$ cat config.mk
export PLATFORM = sky130hd
export DESIGN_NAME = motion_classifier_alarm
export DESIGN_NICKNAME = d
export VERILOG_FILES = /design/src/mca_pkg.sv /design/src/mca_classify.sv /design/src/motion_classifier_alarm.sv
export SDC_FILE = /design/constraint.sdc
export NUM_CORES = 1
export LEC_CHECK = 0
export ABC_CLOCK_PERIOD_IN_PS = 19500
export BUFFER_PORTS_ARGS = -buffer_cell sky130_fd_sc_hd__buf_2
export CAP_MARGIN = 0
export CORE_MARGIN = 2
export CORE_UTILIZATION = 40
export DETAILED_ROUTE_END_ITERATION = 16
export GPL_ROUTABILITY_DRIVEN = 1
export GPL_TIMING_DRIVEN = 0
export PLACE_DENSITY = 0.52
export SYNTH_ARGS = -nofsm -noshare
export SYNTH_HDL_FRONTEND = slang
export SYNTH_SLANG_ARGS = --single-unit
$ cat constraint.sdc
create_clock -name aclk -period 19.5 [get_ports aclk]
set_clock_uncertainty 0.15 [all_clocks]
set_input_delay 3.9 -clock aclk [delete_from_list [all_inputs] [get_ports aclk]]
set_output_delay 3.9 -clock aclk [all_outputs]
set_load 0.02 [all_outputs]
$ cat src/mca_pkg.sv
// Shared types and constants for the motion classifier alarm.
// No dependencies; imported by every module of the block.
package mca_pkg;

    localparam int AXIS_W    = 13;
    localparam int THRESH_W  = 13;
    localparam int COUNT_W   = 8;
    localparam int CFG_IDX_W = 3;
    localparam int CFG_DATA_W = 13;

    typedef enum logic [1:0] {
        CLASS_NORMAL    = 2'd0,
        CLASS_SHAKE     = 2'd1,
        CLASS_VIBRATION = 2'd2,
        CLASS_TILT      = 2'd3
    } motion_class_t;

    typedef enum logic [CFG_IDX_W-1:0] {
        CFG_TILT_THRESHOLD      = 3'd0,
        CFG_VIBRATION_THRESHOLD = 3'd1,
        CFG_SHAKE_THRESHOLD     = 3'd2,
        CFG_ASSERT_COUNT        = 3'd3,
        CFG_CLEAR_COUNT         = 3'd4
    } cfg_index_t;

    localparam logic [THRESH_W-1:0] TILT_RESET      = 13'd2048;
    localparam logic [THRESH_W-1:0] VIBRATION_RESET = 13'd1024;
    localparam logic [THRESH_W-1:0] SHAKE_RESET     = 13'd256;
    localparam logic [COUNT_W-1:0]  ASSERT_RESET    = 8'd3;
    localparam logic [COUNT_W-1:0]  CLEAR_RESET     = 8'd3;

    typedef struct packed {
        logic [THRESH_W-1:0] tilt;
        logic [THRESH_W-1:0] vibration;
        logic [THRESH_W-1:0] shake;
    } thresholds_t;

endpackage

$ cat src/mca_classify.sv
// Combinational motion classification of one accelerometer reading.
// Depends on mca_pkg for widths, thresholds_t and motion_class_t.
module mca_classify (
    input  logic                                reading_valid,
    input  logic signed [mca_pkg::AXIS_W-1:0]   accel_x,
    input  logic signed [mca_pkg::AXIS_W-1:0]   accel_y,
    input  logic signed [mca_pkg::AXIS_W-1:0]   accel_z,
    input  logic                                have_previous,
    input  logic signed [mca_pkg::AXIS_W-1:0]   last_x,
    input  logic signed [mca_pkg::AXIS_W-1:0]   last_y,
    input  logic signed [mca_pkg::AXIS_W-1:0]   last_z,
    input  mca_pkg::thresholds_t                thresh,
    output mca_pkg::motion_class_t              motion_class
);
    import mca_pkg::*;

    logic signed [AXIS_W:0] dx;
    logic signed [AXIS_W:0] dy;
    logic signed [AXIS_W:0] dz;
    logic [AXIS_W-1:0] mag_dx;
    logic [AXIS_W-1:0] mag_dy;
    logic [AXIS_W-1:0] mag_dz;
    logic [AXIS_W-1:0] mag_x;
    logic [AXIS_W-1:0] mag_y;
    logic [AXIS_W-1:0] change;
    logic signed [AXIS_W:0] ext_x;
    logic signed [AXIS_W:0] ext_y;
    logic signed [AXIS_W:0] neg_x;
    logic signed [AXIS_W:0] neg_y;
    logic signed [AXIS_W:0] neg_dx;
    logic signed [AXIS_W:0] neg_dy;
    logic signed [AXIS_W:0] neg_dz;

    always_comb begin
        ext_x = {accel_x[AXIS_W-1], accel_x};
        ext_y = {accel_y[AXIS_W-1], accel_y};
        neg_x = -ext_x;
        neg_y = -ext_y;
        // A magnitude of 4096 still fits the unsigned 13-bit range.
        mag_x = ext_x[AXIS_W] ? neg_x[AXIS_W-1:0] : ext_x[AXIS_W-1:0];
        mag_y = ext_y[AXIS_W] ? neg_y[AXIS_W-1:0] : ext_y[AXIS_W-1:0];

        dx = ext_x - {last_x[AXIS_W-1], last_x};
        dy = ext_y - {last_y[AXIS_W-1], last_y};
        dz = {accel_z[AXIS_W-1], accel_z} - {last_z[AXIS_W-1], last_z};
        neg_dx = -dx;
        neg_dy = -dy;
        neg_dz = -dz;
        mag_dx = dx[AXIS_W] ? neg_dx[AXIS_W-1:0] : dx[AXIS_W-1:0];
        mag_dy = dy[AXIS_W] ? neg_dy[AXIS_W-1:0] : dy[AXIS_W-1:0];
        mag_dz = dz[AXIS_W] ? neg_dz[AXIS_W-1:0] : dz[AXIS_W-1:0];

        change = '0;
        if (have_previous) begin
            change = mag_dx;
            if (mag_dy > change) change = mag_dy;
            if (mag_dz > change) change = mag_dz;
        end

        if (!reading_valid) begin
            motion_class = CLASS_NORMAL;
        end else if (mag_x >= thresh.tilt || mag_y >= thresh.tilt) begin
            motion_class = CLASS_TILT;
        end else if (change >= thresh.vibration) begin
            motion_class = CLASS_VIBRATION;
        end else if (change >= thresh.shake) begin
            motion_class = CLASS_SHAKE;
        end else begin
            motion_class = CLASS_NORMAL;
        end
    end

endmodule

$ cat src/motion_classifier_alarm.sv
// Top level of the motion classifier alarm: input register, state, debounce
// counters and result register. Depends on mca_pkg and mca_classify.
//
//   channel | prefix | handshake         | payload
//   input   | s_     | s_valid / s_ready | reading_valid, accel_x, accel_y, accel_z
//   result  | m_     | m_valid / m_ready | motion_class, alarm_on, reading_ok
//   config  | cfg_   | cfg_we            | cfg_index, cfg_data
//
// Each word passes through the input register, then through classification and
// the counter update into the result register. A new word is taken every cycle
// while s_ready is high; the previous-reading and counter state are updated as
// a word moves into the result register, so the next word sees them.
// Reset (aresetn low at a clock edge) empties both registers and loads defaults.
// A stalled result holds the input register; s_ready falls only when both are full.
module motion_classifier_alarm (
    input  logic                                  aclk,
    input  logic                                  aresetn,
    input  logic                                  s_valid,
    output logic                                  s_ready,
    input  logic                                  s_reading_valid,
    input  logic signed [mca_pkg::AXIS_W-1:0]     s_accel_x,
    input  logic signed [mca_pkg::AXIS_W-1:0]     s_accel_y,
    input  logic signed [mca_pkg::AXIS_W-1:0]     s_accel_z,
    output logic                                  m_valid,
    input  logic                                  m_ready,
    output logic [1:0]                            m_motion_class,
    output logic                                  m_alarm_on,
    output logic                                  m_reading_ok,
    input  logic                                  cfg_we,
    input  logic [mca_pkg::CFG_IDX_W-1:0]         cfg_index,
    input  logic [mca_pkg::CFG_DATA_W-1:0]        cfg_data
);
    import mca_pkg::*;

    thresholds_t        thresh_reg;
    logic [COUNT_W-1:0] assert_count_reg;
    logic [COUNT_W-1:0] clear_count_reg;

    logic                     in_valid_reg;
    logic                     in_reading_valid_reg;
    logic signed [AXIS_W-1:0] in_x_reg;
    logic signed [AXIS_W-1:0] in_y_reg;
    logic signed [AXIS_W-1:0] in_z_reg;

    logic                     have_previous_reg;
    logic signed [AXIS_W-1:0] last_x_reg;
    logic signed [AXIS_W-1:0] last_y_reg;
    logic signed [AXIS_W-1:0] last_z_reg;
    logic [COUNT_W-1:0]       high_run_reg;
    logic [COUNT_W-1:0]       quiet_run_reg;
    logic                     alarm_reg;
    logic [COUNT_W-1:0]       high_run_next;
    logic [COUNT_W-1:0]       quiet_run_next;
    logic                     alarm_next;

    logic          out_valid_reg;
    motion_class_t out_class_reg;
    logic          out_alarm_reg;
    logic          out_ok_reg;

    motion_class_t cur_class;
    logic          is_high;
    logic          advance;
    logic          s_accept;

    assign advance  = in_valid_reg && (!out_valid_reg || m_ready);
    assign s_ready  = !in_valid_reg || advance;
    assign s_accept = s_valid && s_ready;

    assign m_valid        = out_valid_reg;
    assign m_motion_class = out_class_reg;
    assign m_alarm_on     = out_alarm_reg;
    assign m_reading_ok   = out_ok_reg;

    always_ff @(posedge aclk) begin
        if (!aresetn) begin
            thresh_reg.tilt      <= TILT_RESET;
            thresh_reg.vibration <= VIBRATION_RESET;
            thresh_reg.shake     <= SHAKE_RESET;
            assert_count_reg     <= ASSERT_RESET;
            clear_count_reg      <= CLEAR_RESET;
        end else if (cfg_we) begin
            case (cfg_index)
                CFG_TILT_THRESHOLD:      thresh_reg.tilt      <= cfg_data;
                CFG_VIBRATION_THRESHOLD: thresh_reg.vibration <= cfg_data;
                CFG_SHAKE_THRESHOLD:     thresh_reg.shake     <= cfg_data;
                CFG_ASSERT_COUNT:        assert_count_reg     <= cfg_data[COUNT_W-1:0];
                CFG_CLEAR_COUNT:         clear_count_reg      <= cfg_data[COUNT_W-1:0];
                default: ;
            endcase
        end
    end

    mca_classify u_classify (
        .reading_valid (in_reading_valid_reg),
        .accel_x       (in_x_reg),
        .accel_y       (in_y_reg),
        .accel_z       (in_z_reg),
        .have_previous (have_previous_reg),
        .last_x        (last_x_reg),
        .last_y        (last_y_reg),
        .last_z        (last_z_reg),
        .thresh        (thresh_reg),
        .motion_class  (cur_class)
    );

    // Invalid readings classify as normal, so they are never high.
    assign is_high = (cur_class == CLASS_VIBRATION) || (cur_class == CLASS_TILT);

    always_comb begin
        high_run_next  = high_run_reg;
        quiet_run_next = quiet_run_reg;
        if (is_high) begin
            if (high_run_reg < assert_count_reg) high_run_next = high_run_reg + 1'b1;
            quiet_run_next = '0;
        end else begin
            if (quiet_run_reg < clear_count_reg) quiet_run_next = quiet_run_reg + 1'b1;
            high_run_next = '0;
        end

        alarm_next = alarm_reg;
        if (!alarm_reg && high_run_next >= assert_count_reg) begin
            alarm_next = 1'b1;
        end else if (alarm_reg && quiet_run_next >= clear_count_reg) begin
            alarm_next = 1'b0;
        end
    end

    always_ff @(posedge aclk) begin
        if (!aresetn) begin
            in_valid_reg <= 1'b0;
        end else if (s_accept) begin
            in_valid_reg <= 1'b1;
        end else if (advance) begin
            in_valid_reg <= 1'b0;
        end
    end

    always_ff @(posedge aclk) begin
        if (s_accept) begin
            in_reading_valid_reg <= s_reading_valid;
            in_x_reg             <= s_accel_x;
            in_y_reg             <= s_accel_y;
            in_z_reg             <= s_accel_z;
        end
    end

    always_ff @(posedge aclk) begin
        if (!aresetn) begin
            have_previous_reg <= 1'b0;
            last_x_reg        <= '0;
            last_y_reg        <= '0;
            last_z_reg        <= '0;
            high_run_reg      <= '0;
            quiet_run_reg     <= '0;
            alarm_reg         <= 1'b0;
        end else if (advance) begin
            have_previous_reg <= in_reading_valid_reg;
            if (in_reading_valid_reg) begin
                last_x_reg <= in_x_reg;
                last_y_reg <= in_y_reg;
                last_z_reg <= in_z_reg;
            end
            high_run_reg  <= high_run_next;
            quiet_run_reg <= quiet_run_next;
            alarm_reg     <= alarm_next;
        end
    end

    always_ff @(posedge aclk) begin
        if (!aresetn) begin
            out_valid_reg <= 1'b0;
        end else if (advance) begin
            out_valid_reg <= 1'b1;
        end else if (m_ready) begin
            out_valid_reg <= 1'b0;
        end
    end

    always_ff @(posedge aclk) begin
        if (advance) begin
            out_class_reg <= cur_class;
            out_alarm_reg <= alarm_next;
            out_ok_reg    <= in_reading_valid_reg;
        end
    end

endmodule

---- Yosys cells after proc, flatten, opt, wreduce, memory -nomap -nowiden ----
Cells that the tools add are included.
word-level totals
  flip-flop bits (word level) ............. 158
  input port bits ......................... 61
  word-level logic and storage cells ...... 90
  output and inout port bits .............. 6
cells by class
  eq/ne operators ......................... 6
  mux-type cells .......................... 23
  reductions and logical operators ........ 20
  $add $sub $neg .......................... 10
  order comparisons ....................... 10
operators by type and width
  kind                 number
  $mux 13              9
  $neg 13->13          5
  $ge 13x13->1         4
  $sub 13x13->14       3
  $mux 8               4
  $gt 13x13->1         2
  $add 8x1->8 const B  2
  $ge 8x8->1           2
  $lt 8x8->1           2
  $reduce_and 2->1     6
  $mux 1               7
  $eq 3x2->1 const B   2
  $mux 2               3
  $eq 2x2->1 const B   2
  $logic_and 1x1->1    4
  $logic_or 1x1->1     4
  $reduce_bool 2->1    2
  $eq 3x1->1 const B   1
  $eq 3x3->1 const B   1
  $logic_not 1->1      3
  $logic_not 3->1      1

---- Longest topological paths before layout ----
Gate-level depths: netlist (run 1).
  depth in word-level cells ............... 21
  mapped depth ............................ 58
  mapped depth without buffers ............ 54

---- Hierarchy ----
Synthesis (run 1) repeated with hierarchy kept, for this count alone.
unflattened totals
  cells, all modules ...................... 1519
  area total of the unflattened synthesis .. 12236.7 um^2
modules (own cells, without submodules)
  module                   area each (um^2)  times used  seq. area each (um^2)  cells an instance
  motion_classifier_alarm  6638.9            1           3603.5                 733
  mca_classify             5597.9            1           0.0                    786

---- Worst setup path after synthesis (run 1) ----
OpenSTA, ideal clock, no wires.
  kind .................................... reg-to-reg
  start point ............................. reg in_x_reg[4]
  end point ............................... reg alarm_reg
  buffers on the path ..................... 4
  required time ........................... 19270 ps
  cell stages (with the launch flop) ...... 56
  clock period less this slack ............ 10359 ps
  data arrival time ....................... 10129 ps
  path slack .............................. 9141 ps
  setup time .............................. 80 ps
  cell sequence ........................... edfxtp_1 > ha_1 > buf_6 > a21o_1 > a31oi_1 > nand4_1 > a221o_1 > a211oi_1 > or2_1 > clkbuf_1 > nor2b_1 > xnor2_1 > inv_1 > ha_1 > nand3_1 > o21bai_1 > a21oi_1 > o221ai_1 > [... 20 more ...] > a211oi_1 > o21ai_0 > nand3_1 > a31oi_1 > o21ai_1 > clkbuf_1 > o21ai_0 > ha_1 > nand2b_1 > a21o_1 > a21o_1 > a21o_1 > a21o_1 > a21o_1 > a21o_1 > a21o_1 > nand3_1 > nor3b_1
on the way
  longest elaborated chain between the ends .. 21
  elaborated cells on any way between the ends .. 30
  classes of those cells .................. 3 x add/sub; 7 x order compare; 2 x eq/ne; 14 x mux; 4 x reduce/logical
RTL lines
  item                      RTL line                        source
  start: declaration        motion_classifier_alarm.sv:41   logic signed [AXIS_W-1:0] in_x_reg;
  start signal: assignment  motion_classifier_alarm.sv:142  in_x_reg <= s_accel_x;
  $sub 13x13->14            mca_classify.sv:43              dx = ext_x - {last_x[AXIS_W-1], last_x};
  $neg 13->13               mca_classify.sv:46              neg_dx = -dx;
  $mux 13                   mca_classify.sv:49              mag_dx = dx[AXIS_W] ? neg_dx[AXIS_W-1:0] : dx[AXIS_W-1:0];
  $gt 13x13->1              mca_classify.sv:56              if (mag_dy > change) change = mag_dy;
  $mux 13                   mca_classify.sv:56
  $mux 13                   mca_classify.sv:54              if (have_previous) begin
  $gt 13x13->1              mca_classify.sv:57              if (mag_dz > change) change = mag_dz;
  $mux 13                   mca_classify.sv:57
  [... 5 more ...]          -
  $mux 2 (*)                mca_classify.sv:60              if (!reading_valid) begin
  $eq 2x2->1                motion_classifier_alarm.sv:108  assign is_high = (cur_class == CLASS_VIBRATION) || (cur_class == CLASS_TILT);
  $logic_or 1x1->1 (*)      motion_classifier_alarm.sv:108
  $mux 8                    motion_classifier_alarm.sv:113  if (is_high) begin
  $ge 8x8->1                motion_classifier_alarm.sv:124  end else if (alarm_reg && quiet_run_next >= clear_count_reg) begin
  $logic_and 1x1->1         motion_classifier_alarm.sv:124
  $mux 1                    motion_classifier_alarm.sv:124
  $mux 1 (*)                motion_classifier_alarm.sv:122  if (!alarm_reg && high_run_next >= assert_count_reg) begin
  end signal: assignment    motion_classifier_alarm.sv:166  alarm_reg <= alarm_next;
  end: declaration          motion_classifier_alarm.sv:51   logic alarm_reg;
Every way passes the cells marked *; elsewhere a longest branch is shown, timed or not. The select of a mux whose other input is x is not followed.
A chain may end at the register's enable or synchronous reset.

---- Final worst setup path (run 1) ----
  start point ............................. reg in_y_reg[5]
  end point ............................... reg out_alarm_reg, in the netlist m_alarm_on, data pin
on the way
  elaborated cells on any way between the ends .. 30
  classes of those cells .................. 3 x add/sub; 7 x order compare; 2 x eq/ne; 14 x mux; 4 x reduce/logical
RTL lines
  item                      RTL line                        source
  start: declaration        motion_classifier_alarm.sv:42   logic signed [AXIS_W-1:0] in_y_reg;
  start signal: assignment  motion_classifier_alarm.sv:143  in_y_reg <= s_accel_y;
  $sub 13x13->14            mca_classify.sv:44              dy = ext_y - {last_y[AXIS_W-1], last_y};
  $neg 13->13               mca_classify.sv:47              neg_dy = -dy;
  $mux 13                   mca_classify.sv:50              mag_dy = dy[AXIS_W] ? neg_dy[AXIS_W-1:0] : dy[AXIS_W-1:0];
  $gt 13x13->1              mca_classify.sv:56
  $mux 13                   mca_classify.sv:56
  $mux 13                   mca_classify.sv:54
  $gt 13x13->1              mca_classify.sv:57
  $mux 13                   mca_classify.sv:57
  [... 5 more ...]          -
  named net cur_class[1]    motion_classifier_alarm.sv:61   motion_class_t cur_class;
  $eq 2x2->1                motion_classifier_alarm.sv:108
  $logic_or 1x1->1 (*)      motion_classifier_alarm.sv:108
  $mux 8                    motion_classifier_alarm.sv:113
  $ge 8x8->1                motion_classifier_alarm.sv:124
  $logic_and 1x1->1         motion_classifier_alarm.sv:124
  $mux 1                    motion_classifier_alarm.sv:124
  $mux 1 (*)                motion_classifier_alarm.sv:122
  named net alarm_next      motion_classifier_alarm.sv:54   logic alarm_next;
  end signal: assignment    motion_classifier_alarm.sv:183  out_alarm_reg <= alarm_next;
  end: declaration          motion_classifier_alarm.sv:58   logic out_alarm_reg;
The timed path passes the listed nets; every way through them passes the cells marked *. The select of a mux whose other input is x is not followed.

==> summary.md, run 1 <==
| Metric | Value |
|---|---|
| Routed wl met2 | 15410 um |
| Syn Area/Cell | 8.177 sq um |
| Initial Util | 0.4044 |
| Final setup viols | 0 |
| Post-DP HPWL | 26850 um |
| Routability cong. | 0.8625 |
| Cell mode on critical path | a21oi_1 |
| CTS Buf Count | 17 |
| Post-CTS Repair Setup Buffers | 0 |
| Dominant cell type by area after synthesis | dfxtp_1 |
| Hold Vio Cnt, Final | 0 |
| Vias per cell | 5.264 |
| Pwr dens | 77.13 mW/mm^2 |
| Post-layout min period | 12.61 ns |
| First-pass GRT wire length | 54210 um |
| Antenna Cells | 0 |
| Final core utilization | 0.4520 |
| Area grow syn2layout | 11.75% |
| Max Cap Viol | 0 |
| Fill cells | 3087 |
| Type of the tightest min-delay check | flop to flop |
| Nets | 1808 |
| Worst-skew pair later-pin latency | 0.45 ns |
| I/O pin total | 67 |
| Tcrit/Tclk final | 0.6468 |
| Clk buf depth | 2 |
| Worst-margin pin slew | 0.7721 ns |
| Row cnt | 64 |
| Cts hold-fix bufs | 0 |
| Met3 routed wirelength | 1356 um |
| CP Max Fanout | 10 |
| Pre-CTS setup slack | 6.936 ns |
| Largest net degree at the start of global routing | 34 |
| Routed Antenna Nets | 0 |
| Final Slew Violations | 0 |
| Synth Instances | 1505 |
| Clock sink count | 158 |
| Clock Tree Root | clkbuf_16 |
| Async SR Flop Fraction | 0 |
| Clk slew on worst S/H paths | 0.07 ns |
| Chip Height | 179.4 um |
| Initial DRC count | 690 |
| Ys flop type | dfxtp_1 |
| Fmax | 79.29 MHz |
| Gr usage total | 0.2120 |
| Top Metal Used | met4 |
| Metal-1 WL | 16700 um |
| Drt first pass iters | 5 |
| Post-route DRC | 0 |
| Status | completed |
| Total Wirelength | 33990 um |
| Worst stage delay on the critical path | 0.70 ns |
| Chip width | 179.4 um |
| Max-slew headroom | 0.4719 |
| Synth top cells by count | 255 x nand2_1, 154 x ha_1, 127 x inv_1 |
| Vias in the first global route | 10114 |
| VDD IR max | 67.00 uV |
| Die area | 0.03219 sq mm |
| CP Data Arrival Time | 12.65 ns |
| Max reg flops | 39 |
| Flops & latches, synth | 158 |
| Setup TNS Final | 0 ns |
| Slowest library cell on the worst path | a2111oi_0 |
| Syn_nets | 1723 |
| Core footprint | 0.03043 sq mm |
| Ys Warns | 0 |
| Antenna violations before repair | 0 |
| Post-synth cell types | 75 |
| WS Path Type | flop to flop |
| Critical Path Source Type | flop |
| CTS tree | yes |
| Maximum level of the CTS H-tree | 4 |
| Unrepaired setup endpoints after global routing | no |
| Area post-placement | 0.01315 sq mm |
| Min setup slack post-route | 6.888 ns |
| WL per Instance | 17.00 um |
| Kind of end point of the critical path | flop |
| Count of flip-flops with a built-in enable after synthesis | 44 |
| Synth top area share | 0.1854 |
| Crit path required time | 19.54 ns |
| Register area share after synthesis | 0.2928 |
| Design Area, Final | 0.01375 sq mm |
| CTS resizes | 0 |
| Top-count cell post-synth | nand2_1 |
| PortBufs | 65 |
| Vias after detailed routing | 10523 |
| Lkg Pwr | 5.460 nW |
| Main area contributors after synthesis | dfxtp_1 19%, ha_1 16%, edfxtp_1 11% |
| Mapped Area | 0.01231 sq mm |
| Share of layout cells above drive strength 1 | 0.07236 |
| GR Overflow Total | 0 |
-- per-layer routing --
layer	vias up	global-route usage
li1	5466	-
met1	4863	0.2922
met2	158	0.3442
met3	36	0.03363
met4	0	0.05886
met5	-	0
-- through the flow --
stage               power (mW)  hold slack (ns)  cells
finish                   1.061           0.3144   1999
global route             1.125           0.3351   1999
CTS                      1.070           0.3184   1999
detailed placement      0.7143           0.3082   1967
global placement        0.7102           0.3019   1966
floorplan               0.6175           0.2935   1505
-- worst max-delay path, delay by kind of cell, from the launching register on --
family	cells	cell delay, ns
mux	2	0.54
simple gates	13	1.66
xor+xnor	1	0.25
fa+ha+maj	5	1.45
buf+inv	6	1.91
flops	1	0.55
compound gates	27	5.82
-- worst paths after layout --
| kind | depth (start not counted) | slack, ns | start | to |
|---|---|---|---|---|
| hold reg to reg | 2 | 0.31 | last_z_reg[2] | last_z_reg[2] |
| hold / removal | 2 | 0.31 | last_z_reg[2] | last_z_reg[2] |
| setup / recovery | 54 | 6.89 | in_y_reg[5] | m_alarm_on |
| setup reg to reg | 54 | 6.89 | in_y_reg[5] | m_alarm_on |
-- final cells by class --
type                       instances  area, sq um  share of cell area
timing repair buffer              66        345.3             0.02511
clock buffer                      19        452.9             0.03293
sequential                       158         3603              0.2620
inverter                         128        480.5             0.03493
multi-input combinational       1169         8029              0.5838
clock inverter                    13        151.4             0.01101
buffer                            50        195.2             0.01419
tap                              396        495.5             0.03603
-- cells by family (layout without fill, tap and decap cells) --
group,count (synthesis),in the layout,share of synthesized area
adders and majority gates,157,157,0.1614
DFF,158,158,0.2928
muxes,18,18,0.01515
buffers and inverters,178,276,0.05490
and+or+nand+nor,523,523,0.2005
AOI/OAI and AO/OA,377,377,0.2083
xor gates and xnor gates,94,94,0.06690
-- power breakdown --
part / leakage (nW) / internal, mW / switching [mW]
Combinational: 3.81 / 0.139 / 0.210
Clock: 0.297 / 0.198 / 0.152
Sequential: 1.35 / 0.350 / 0.0111
Total: 5.46 / 0.688 / 0.373
-- cell usage in the layout, fill, tap and decap left out, types with 35 or more instances in the layout --
cell type,instances
ha_1,154
xor2_1,35
inv_1,127
nor2_1,76
a21boi_0,91
clkbuf_1,47
dfxtp_1,114
buf_2,65
nand2_1,255
xnor2_1,59
a21oi_1,61
edfxtp_1,44
o21ai_0,64
a21o_1,35
Power figures use the tool's default switching activity.
==> inputs of run 2 (changes only) <==
Settings changed: ABC_CLOCK_PERIOD_IN_PS 19500 to 12500.
Clock period 19.5 ns to 12.5 ns, I/O delays scaled along.
==> summary.md, run 2 (same netlist as run 1, synthesis figures left out) <==
| Metric | Value |
|---|---|
| Status | completed (unchanged) |
| Worst stage delay on the critical path | 0.55 ns (was 0.70 ns) |
| Unrepaired setup endpoints after global routing | no (unchanged) |
| Largest net degree at the start of global routing | 34 (unchanged) |
| Post-layout min period | 11.52 ns (was 12.61 ns) |
| Clock sink count | 158 (unchanged) |
| CP Max Fanout | 10 (unchanged) |
| Vias per cell | 5.260 (was 5.264) |
| GR Overflow Total | 0 (unchanged) |
| CP Data Arrival Time | 11.74 ns (was 12.65 ns) |
| VDD IR max | 104.7 uV (was 67.00 uV) |
| Hold Path Cell Cnt | 2 (unchanged) |
| Type of the tightest min-delay check | flop to flop (unchanged) |
| Maximum level of the CTS H-tree | 4 (unchanged) |
| Worst-margin pin slew | 0.8247 ns (was 0.7721 ns) |
| PortBufs | 65 (unchanged) |
| Chip width | 179.4 um (unchanged) |
| Min setup slack post-route | 0.9788 ns (was 6.888 ns) |
| Final Slew Violations | 0 (unchanged) |
| I/O pin total | 67 (unchanged) |
| FF-to-FF Start | in_y_reg[5] (unchanged) |
| Hold path start | last_z_reg[2] (unchanged) |
| Routability cong. | 0.8625 (unchanged) |
| Design Area, Final | 0.01380 sq mm (was 0.01375 sq mm) |
| Vias after detailed routing | 10526 (was 10523) |
| Slowest library cell on the worst path | edfxtp_1 (was a2111oi_0) |
| Initial DRC count | 653 (was 690) |
| Total Wirelength | 34070 um (was 33990 um) |
| Critical Path Source Type | flop (unchanged) |
| Clock Tree Root | clkbuf_16 (unchanged) |
| Chip Height | 179.4 um (unchanged) |
| Share of layout cells above drive strength 1 | 0.07913 (was 0.07236) |
| Tcrit/Tclk final | 0.9217 (was 0.6468) |
| Row cnt | 64 (unchanged) |
| Kind of end point of the critical path | flop (unchanged) |
| Hold Vio Cnt, Final | 0 (unchanged) |
| R2R depth | 55 (was 54) |
| Post-DP HPWL | 26850 um (unchanged) |
| Setup crit end | alarm_reg (was m_alarm_on) |
| Clk buf depth | 2 (unchanged) |
| Commonest non-fill, non-tap cell in the layout | nand2_1 (unchanged) |
| Most frequent cells in the layout | 255 x nand2_1, 154 x ha_1, 126 x inv_1 (was 255 x nand2_1, 154 x ha_1, 127 x inv_1) |
| Post-route DRC | 0 (unchanged) |
| Max Cap Viol | 0 (unchanged) |
| R2r endpoint | alarm_reg (was m_alarm_on) |
| Clk slew on worst S/H paths | 0.07 ns (about the same) |
| WS Path Type | flop to flop (unchanged) |
| Antenna violations before repair | 0 (unchanged) |
| Critical path startpoint | in_y_reg[5] (unchanged) |
| Setup TNS Final | 0 ns (unchanged) |
| Pwr dens | 120.5 mW/mm^2 (was 77.13 mW/mm^2) |
| Max-slew headroom | 0.4502 (was 0.4719) |
| Total power | 1.663 mW (was 1.061 mW) |
| Routed Antenna Nets | 0 (unchanged) |
| CTS tree | yes (unchanged) |
| R2R setup slack | 0.98 ns (was 6.89 ns) |
| Antenna Cells | 0 (unchanged) |
| Max reg flops | 39 (unchanged) |
| First-pass GRT wire length | 54230 um (was 54210 um) |
| Area post-placement | 0.01315 sq mm (unchanged) |
| Cell mode on critical path | a21o_1 (was a21oi_1) |
| Worst-skew pair later-pin latency | 0.45 ns (about the same) |
| CTS Buf Count | 17 (unchanged) |
| Fill cells | 3083 (was 3087) |
| Vias in the first global route | 10114 (unchanged) |
| Core footprint | 0.03043 sq mm (unchanged) |
| Final core utilization | 0.4535 (was 0.4520) |
| Nets | 1810 (was 1808) |
| Die area | 0.03219 sq mm (unchanged) |
| Gr usage total | 0.2121 (was 0.2120) |
| Initial Util | 0.4044 (unchanged) |
| Final setup viols | 0 (unchanged) |
| Lkg Pwr | 5.480 nW (was 5.460 nW) |
| Drt first pass iters | 5 (unchanged) |
| Pre-CTS setup slack | -0.06371 ns (was 6.936 ns) |
| WL per Instance | 17.03 um (was 17.00 um) |
| Fmax | 86.80 MHz (was 79.29 MHz) |
| Crit path required time | 12.72 ns (was 19.54 ns) |
| Area grow syn2layout | 12.12% (was 11.75%) |
==> run 2: timing repair <==
item                                    4_1_cts  5_1_grt
gates cloned                                  0        0
resized for setup                             1       12
endpoints found under the setup margin        2        2
buffers inserted                              0        4
hold buffers                                  0        0
pin swaps                                     0        1
==> run 2: through the flow <==
| step | hold WS [ns] | cells |
|---|---|---|
| after floorplan | 0.2935 | 1505 |
| after global placement | 0.3019 | 1966 |
| after detailed placement | 0.3082 | 1967 |
| after CTS | 0.3184 | 1999 |
| after global routing | 0.3351 | 2001 |
| final | 0.3140 | 2001 |
==> run 2: worst min path at each step <==
stage                               end  slack [ns]
floorplan           assert_count_reg[2]        0.29
finish                    last_z_reg[2]        0.31
detailed placement       thresh_reg[36]        0.31
global placement          last_x_reg[4]        0.30
global route             last_z_reg[10]        0.34
CTS                      thresh_reg[36]        0.32
==> run 2: worst max-delay path: cells and delay by family, from the launching register on <==
kind                       cells  cell delay, ns
and+or+nand+nor               13            1.77
adders and majority gates      5            1.47
xor gates and xnor gates       1            0.25
AOI/OAI and AO/OA             28            5.30
muxes                          3            0.70
DFF                            1            0.55
buffers and inverters          5            1.26
==> run 2: area by class of cell <==
cell class                 instances  area (sq um)  share of cell area
sequential                       158          3603              0.2612
clock inverter                    13         151.4             0.01097
buffer                            48         193.9             0.01406
clock buffer                      19         452.9             0.03283
inverter                         128         484.2             0.03509
multi-input combinational       1169          8041              0.5828
timing repair buffer              70         375.4             0.02720
tap                              396         495.5             0.03591
==> run 2: power breakdown <==
group	internal (mW)	switching, mW
sequential	0.546	0.0173
clock	0.309	0.238
combinational	0.222	0.329
total	1.08	0.585
==> run 2: layer usage <==
layer,vias up,wire length (um),global-route usage
met1,4866,16760,0.2924
met4,0,522,0.05886
met5,-,0,0
met2,161,15460,0.3442
li1,5462,-,-
met3,37,1325,0.03363
==> inputs of run 3 (changes only) <==
Settings changed: CORE_MARGIN 2 to default.
==> summary.md, run 3 (same netlist as run 1, synthesis figures left out) <==
| Metric | Value |
|---|---|
| Status | completed (unchanged) |
| Clock Tree Root | clkbuf_16 (unchanged) |
| R2R depth | 52 (was 55) |
| Core footprint | 0.02995 sq mm (was 0.03043 sq mm) |
| Worst stage delay on the critical path | 0.54 ns (was 0.55 ns) |
| Post-DP HPWL | 26820 um (was 26850 um) |
| Hold Path Cell Cnt | 2 (unchanged) |
| Final Slew Violations | 0 (unchanged) |
| Slowest library cell on the worst path | edfxtp_1 (unchanged) |
| Commonest non-fill, non-tap cell in the layout | nand2_1 (unchanged) |
| Chip Height | 177.4 um (was 179.4 um) |
| Antenna violations before repair | 1 (was 0) |
| Nets | 1805 (was 1810) |
| Type of the tightest min-delay check | flop to flop (unchanged) |
| Drt first pass iters | 5 (unchanged) |
| Vias after detailed routing | 10528 (was 10526) |
| Clk buf depth | 2 (unchanged) |
| Lkg Pwr | 5.450 nW (was 5.480 nW) |
| Worst-margin pin slew | 0.8612 ns (was 0.8247 ns) |
| Gr usage total | 0.2244 (was 0.2121) |
| WS Path Type | flop to flop (unchanged) |
| First-pass GRT wire length | 53990 um (was 54230 um) |
| Post-route DRC | 0 (unchanged) |
| PortBufs | 65 (unchanged) |
| Antenna Cells | 0 (unchanged) |
| Critical Path Source Type | flop (unchanged) |
| Total Wirelength | 34060 um (was 34070 um) |
| Hold Vio Cnt, Final | 0 (unchanged) |
| Total power | 1.614 mW (was 1.663 mW) |
| Share of layout cells above drive strength 1 | 0.07750 (was 0.07913) |
| Pwr dens | 117.7 mW/mm^2 (was 120.5 mW/mm^2) |
| Initial Util | 0.4109 (was 0.4044) |
| Max reg flops | 39 (unchanged) |
| Tcrit/Tclk final | 0.9309 (was 0.9217) |
| Final setup viols | 0 (unchanged) |
| Chip width | 177.4 um (was 179.4 um) |
| Unrepaired setup endpoints after global routing | no (unchanged) |
| Vias in the first global route | 9969 (was 10114) |
| Maximum level of the CTS H-tree | 4 (unchanged) |
| WHS | 0.3132 ns (was 0.3140 ns) |
| Initial DRC count | 482 (was 653) |
| R2R setup slack | 0.86 ns (was 0.98 ns) |
| Cell mode on critical path | a21o_1 (unchanged) |
| Most frequent cells in the layout | 255 x nand2_1, 154 x ha_1, 126 x inv_1 (unchanged) |
| Routability cong. | 0.8632 (was 0.8625) |
| Fmax | 85.94 MHz (was 86.80 MHz) |
| Crit path required time | 12.72 ns (about the same) |
| Final core utilization | 0.4577 (was 0.4535) |
| CP Data Arrival Time | 11.86 ns (was 11.74 ns) |
| Post-layout min period | 11.64 ns (was 11.52 ns) |
| Routed Antenna Nets | 0 (unchanged) |
| Vias per cell | 5.290 (was 5.260) |
| Die area | 0.03147 sq mm (was 0.03219 sq mm) |
| CP Max Fanout | 10 (unchanged) |
| Kind of end point of the critical path | flop (unchanged) |
| GR Overflow Total | 0 (unchanged) |
| WL per Instance | 17.11 um (was 17.03 um) |
| CTS Buf Count | 17 (unchanged) |
| Largest net degree at the start of global routing | 35 (was 34) |
| Clock sink count | 158 (unchanged) |
| Worst-skew pair later-pin latency | 0.45 ns (about the same) |
| Max-slew headroom | 0.4258 (was 0.4502) |
| Area grow syn2layout | 11.40% (was 12.12%) |
| Max Cap Viol | 0 (unchanged) |
| I/O pin total | 67 (unchanged) |
| CTS tree | yes (unchanged) |
| VDD IR max | 103.8 uV (was 104.7 uV) |
| Clk slew on worst S/H paths | 0.07 ns (about the same) |
| Row cnt | 63 (was 64) |
[run 3: worst paths after layout]
path                       start        endpoint
hold / removal    thresh_reg[16]  thresh_reg[16]
setup reg to reg     in_x_reg[4]       alarm_reg
hold reg to reg   thresh_reg[16]  thresh_reg[16]
setup / recovery     in_x_reg[4]       alarm_reg
[run 3: power breakdown]
part           leakage [nW]  switching [mW]  internal, mW
registers              1.35          0.0179         0.546
logic                  3.81           0.328         0.218
clock network         0.281           0.235         0.269
total                  5.45           0.581          1.03
[run 3: layer usage]
layer / vias to the layer above / global-route usage / routed length (um)
li1: 5445 / - / -
met4: 2 / 0.06660 / 592
met1: 4916 / 0.3030 / 16940
met5: - / 0 / 13
met2: 135 / 0.3617 / 15280
met3: 30 / 0.04113 / 1227
[run 3: stage by stage]
step                instance area, sq um  instances  setup TNS (ns)  worst slack, ns
floorplan                          12310       1505               0            2.141
global placement                   13120       1960        -0.04603         -0.02945
detailed placement                 13140       1961        -0.04554         -0.04385
CTS                                13700       1993               0           0.1501
global route                       13710       1990               0           0.1034
finish                             13710       1990               0           0.8638
[run 3: area by class of cell]
type	count	area [sq um]
clock inverters	13	105.1
inverters	128	480.5
well taps	390	488.0
flip-flops and latches	158	3603
multi-input cells	1169	8046
plain buffers	47	187.7
repair buffers	66	345.3
fillers	3026	16240
clock buffers	19	452.9
[run 3: timing repair]
action                                  in CTS  in global routing
pin swaps                                    0                  0
endpoints found under the setup margin       2                  2
hold buffers                                 0                  0
gates resized for setup                      2                  9
buffers inserted                             0                  0
endpoints found under the hold margin        0                  0
[run 3: critical path, delay by kind of cell, from the launching register on]
| kind | cells | cell delay (ns) |
|---|---|---|
| compound gates | 29 | 6.05 |
| simple gates | 12 | 1.70 |
| fa+ha+maj | 5 | 1.56 |
| buf+inv | 4 | 0.86 |
| flops | 1 | 0.54 |
| mux | 1 | 0.34 |
| xor+xnor | 1 | 0.31 |
